**src/hdl/dpr_pkg.sv**
```systemverilog
// Package: payload types, fixed-point constants and CORDIC arctangent table
package dpr_pkg;

	localparam int MAX_STEPS_DEF = 64;
	localparam int CORDIC_ITER_DEF = 16;
	localparam int CD_TABLE_LEN = 24;

	// angles Q3.13: pi and 2*pi
	localparam logic signed [17:0] ANG_PI = 18'sd25736;
	localparam logic signed [17:0] ANG_TWO_PI = 18'sd51472;

	// CORDIC domain, 2^30 units per radian
	localparam int CW = 36;
	localparam logic signed [CW-1:0] CD_PI = 36'sd3373259426;
	localparam logic signed [CW-1:0] CD_HALF_PI = 36'sd1686629713;
	localparam logic signed [CW-1:0] CD_TWO_PI = 36'sd6746518852;
	localparam logic signed [CW-1:0] CD_GAIN = 36'sd652032874;

	typedef struct packed {
		logic signed [31:0] start_x;
		logic signed [31:0] start_y;
		logic signed [15:0] start_heading;
		logic [19:0] step_dist;
		logic signed [15:0] turn_step;
		logic rotate_only;
		logic [6:0] step_count;
	} req_t;

	typedef struct packed {
		logic signed [31:0] pose_x;
		logic signed [31:0] pose_y;
		logic signed [15:0] pose_heading;
		logic last_sample;
	} pose_t;

	// arctangent of 2^-i, 2^30 units per radian, truncated
	function automatic logic signed [CW-1:0] atan_entry(input logic [4:0] i);
		logic signed [CW-1:0] r;
		unique case (i)
			5'd0: r = 36'sd843314856;
			5'd1: r = 36'sd497837829;
			5'd2: r = 36'sd263043836;
			5'd3: r = 36'sd133525158;
			5'd4: r = 36'sd67021686;
			5'd5: r = 36'sd33543515;
			5'd6: r = 36'sd16775850;
			5'd7: r = 36'sd8388437;
			5'd8: r = 36'sd4194282;
			5'd9: r = 36'sd2097149;
			5'd10: r = 36'sd1048575;
			5'd11: r = 36'sd524287;
			5'd12: r = 36'sd262143;
			5'd13: r = 36'sd131071;
			5'd14: r = 36'sd65535;
			5'd15: r = 36'sd32767;
			5'd16: r = 36'sd16383;
			5'd17: r = 36'sd8191;
			5'd18: r = 36'sd4095;
			5'd19: r = 36'sd2047;
			5'd20: r = 36'sd1023;
			5'd21: r = 36'sd511;
			5'd22: r = 36'sd255;
			5'd23: r = 36'sd127;
			default: r = '0;
		endcase
		return r;
	endfunction

	typedef enum logic [2:0] {
		ST_IDLE,
		ST_PREP,
		ST_ROT,
		ST_MUL,
		ST_UPD,
		ST_EMIT
	} be_state_t;

endpackage

```
**src/hdl/dpr_front.sv**
```systemverilog
// Front end: accepts requests, clamps step count, writes them into a two-entry queue
module dpr_front import dpr_pkg::*; #(
	parameter int MAX_STEPS = MAX_STEPS_DEF
) (
	input logic clk,
	input logic arst_n,
	input logic push,
	output logic full,
	input req_t req,
	output logic q_valid,
	input logic q_take,
	output req_t q_req
);

	logic [1:0] cnt_q;
	logic wr_q, rd_q;
	req_t mem_q [2];
	req_t clamped;
	logic do_push;

	// clamp step count to the maximum
	always_comb begin
		clamped = req;
		if (req.step_count > 7'(MAX_STEPS))
			clamped.step_count = 7'(MAX_STEPS);
	end

	assign full = cnt_q[1];
	assign do_push = push && !full;
	assign q_valid = cnt_q != 2'd0;
	assign q_req = mem_q[rd_q];

	// queue storage
	always_ff @(posedge clk) begin
		if (do_push)
			mem_q[wr_q] <= clamped;
	end

	// queue pointers
	always_ff @(posedge clk or negedge arst_n) begin
		if (!arst_n) begin
			cnt_q <= '0;
			wr_q <= 1'b0;
			rd_q <= 1'b0;
		end else begin
			if (do_push) wr_q <= !wr_q;
			if (q_take && q_valid) rd_q <= !rd_q;
			cnt_q <= cnt_q + 2'(do_push) - 2'(q_take && q_valid);
		end
	end

endmodule

```
**config.mk**
```make
export PLATFORM = sky130hd
export DESIGN_NAME = dpr_front
export DESIGN_NICKNAME = d
export VERILOG_FILES = /design/src/hdl/dpr_pkg.sv /design/src/hdl/dpr_front.sv
export SDC_FILE = /design/constraint.sdc
export NUM_CORES = 1
export LEC_CHECK = 0
export ABC_AREA = 1
export BUFFER_PORTS_ARGS = -buffer_cell sky130_fd_sc_hd__buf_2
export CAP_MARGIN = 20
export CORE_MARGIN = 3
export CORE_UTILIZATION = 40
export DETAILED_ROUTE_END_ITERATION = 10
export PLACE_DENSITY = 0.6
export SLEW_MARGIN = 20
export SYNTH_ARGS = -nofsm -noshare
export SYNTH_HDL_FRONTEND = slang
export SYNTH_SLANG_ARGS = --single-unit
```
**constraint.sdc**
```tcl
create_clock -name clk -period 7 [get_ports clk]
set_input_delay 1.75 -clock clk [delete_from_list [all_inputs] [get_ports clk]]
set_output_delay 1.75 -clock clk [all_outputs]
set_load 0.02 [all_outputs]
```
==> metrics.md <==
| Metric | Value |
|---|---|
| Outcome | completed |
| Worst skew pair latency | approximately 520 ps |
| Max_slew headroom | between 30 and 40% |
| Final std cells w/o fill | about 1,300 |
| Maxcap violations | 0 |
| Most frequent cells in the layout | nand2_1, buf_2, edfxtp_1 |
| Post-route ant nets | 0 |
| Commonest non-fill, non-tap cell in the layout | nand2_1 |
| Yosys Warn Count | 0 |
| Hold Path Origin | cnt_q[0] |
| DR vias/cell | about 4.5 |
| Syn_nets | about 820 |
| Most used DFF post-synth | edfxtp_1 |
| Async SR Flop Fraction | 1.59% |
| Final WL | slightly below 20 mm |
| R2r setup slk | approximately 5000 ps |
| Worst reg2reg path depth | 4 |
| Gr usage total | 14.8% |
| WHS | 586 ps |
| Final HPWL DP | between 10 and 15 mm |
| Pwr/cell area | approximately 450 mW/mm^2 |
| Number of buffers and inverters on the critical path | 3 |
| Placed cells | 1,234 |
| Clock sink count | around 250 |
| Mapped cell area | between 0.009 and 0.01 mm^2 |
| Slew @ Worst Pin | a little over 900 ps |
| Final hold violations | 0 |
| TritonCTS Buffers | 27 |
| Global-route wire length before repair | 29.1 mm |
| Syn Inst Count | 690 |
| RR Startpoint | cnt_q[1] |
| Initial antenna violation count | 3 |
| TritonRoute pass-1 iters | 5 |
| Highest clock rate | about 210 MHz |
| Peak VDD IR | ~0.26 mV |
| Hold_buf cts | 0 |
| Routability Congestion | 0.761 |
| WP data arrival | between 2000 and 3000 ps |
| Core Rows | 55 |
| Post-CTS sizing | 0 |
| Min cycle time layout | 4740 ps |
| IO Count | between 200 and 300 |
| EDFF count, synth | roughly 250 |
| Antenna diodes | 0 |
| Syn Area/Cell | 13.5 um^2 |
| Area delta synth->final | 25.5% |
| Setup crit start kind | register |
| FF+latch count, synth | approximately 250 |
| Avg WL per Cell | 15.3 um |
| CP max stage delay | about 750 ps |
| Number of port buffers | 253 |
| Setup violators final | 0 |
| Critical path's top delay family | buffers and inverters |
| RSZ-0062 raised after global routing | false |
| R2r endpoint | mem_q[1][64] |
| Clock root buffer | clkbuf_16 |
| Count of cell types in the netlist | 16 |
| Initial Util | approximately 41% |
| Gr ovfl total | 0 |
| CTS tree | yes |
| DRT iter0 DRCs | 269 |
| Crit Path Max Fanout | 81 |
| Most common cell on crit path | nand2_1 |
| DRC | 0 |
| CTS HTree Levels | 1 |
| DIE WIDTH | approximately 160 um |
| Critical Path RT | 5250 ps |
| Core ar. | around 0.023 mm^2 |
| Pins Over Slew Limit | 0 |
| Lkg Pwr | 5.02 nW |
| Hold path endpoint | cnt_q[0] |
| Min-Delay Path Class | register to register |
| Clk slew on worst S/H paths | around 50 ps |
| Sequential share of the synthesized area | about 80% |
| Origin of the worst setup path | rd_q |
| Vias in the first global route | 5,630 |
| CP endpoint kind | output port |
| Final Skew | about 13 ps |
| Dpl cell area | 0.0108 mm^2 |
| Die footprint | 0.0251 mm^2 |
| Crit-path slowest cell | inv_4 |
| Critical path cell sequence | inv_4 > buf_4 > nand2_1 > nand2_1 > buf_2 |
| Hold path depth | 1 |
| Total Power | roughly 5.2 mW |
| Fillers | ~2,000 |
| # Post-CTS Setup Buffers | 0 |
| Clk buf depth | 3 |
| Setup TNS | 0 ps |
| Die height | between 150 and 200 um |
| Critical path class | register to output port |
| Final period util | 67.8% |
| Fraction of layout cells with a size suffix above 1 | between 30% and 40% |
| Cell area after layout | approximately 0.012 mm^2 |
| DR vias | about 5,800 |
| Nets | ~1,100 |
| Largest net degree at the start of global routing | a little over 80 |
through the flow:
| stage | util, % | setup slack [ps] |
|---|---|---|
| 6_report | 51.3 | 2260 |
| 5_1_grt | 51.3 | 1950 |
| 4_1_cts | 51.3 | 2140 |
| 3_5_place_dp | 47.6 | 2700 |
| 3_3_place_gp | 47.6 | 2670 |
| 2_1_floorplan | - | -634 |
cell type report:
class / instances / area [um^2] / area share [%]
inverter: 12 / 47.5 / 0.407
sequential: 252 / 7550 / 64.6
clock buffer: 33 / 698 / 5.98
clock inverter: 14 / 141 / 1.21
timing repair buffer: 259 / 1310 / 11.2
multi-input combinational: 398 / 1540 / 13.2
tap: 313 / 392 / 3.35
flip-flops by register name, indices dropped and copies added (netlist names):
| signal | count |
|---|---|
| rd_q | 1 |
| cnt_q | 2 |
| mem_q | 248 |
| wr_q | 1 |
synth_stat cells, types with 2 or more instances:
master	number	area, um^2
nand2_1	378	1420
nand3_1	2	10.0
buf_4	3	22.5
nor2_1	11	41.3
dfrtp_1	4	100
inv_1	11	41.3
buf_2	17	85.1
xor2_1	3	26.3
buf_6	7	78.8
edfxtp_1	248	7450
metal layers:
metal	vias to the layer above	part of all wire, %	wire [um]	track usage [%]
met1	2639	41	8130	18.8
met5	-	0.17	34	0
li1	2846	-	-	-
met2	224	44	8680	23.4
met4	6	2.7	535	4.34
met3	40	11	2230	6.39
power by group:
part           switching, mW  total, mW  internal, mW
clock                  0.533       1.34         0.812
combinational           1.25       1.72         0.471
sequential             0.126       2.15          2.02
total                   1.91       5.22          3.31
how the worst max path moves through the flow:
stage,cells after the start,slack (ps),endpoint
after CTS,5,2140,q_req[49]
after global routing,5,1950,q_req[21]
after global placement,5,2670,q_req[49]
after floorplan,2,-630,mem_q[0][0]
final,5,2260,q_req[37]
after detailed placement,5,2700,q_req[49]
cells by family (layout without fill, tap and decap cells):
group                    Yosys count  count (layout)  share of synthesized area, %
buffers and inverters             40             318                          2.55
AO/OA/AOI/OAI                      1               1                        0.0537
AND/OR/NAND/NOR                  393             393                          15.9
adder cells (fa/ha/maj)            1               1                         0.134
XOR/XNOR                           3               3                         0.282
flip-flops                       252             252                          81.1
Note: power is estimated with default switching activity, not from simulation.
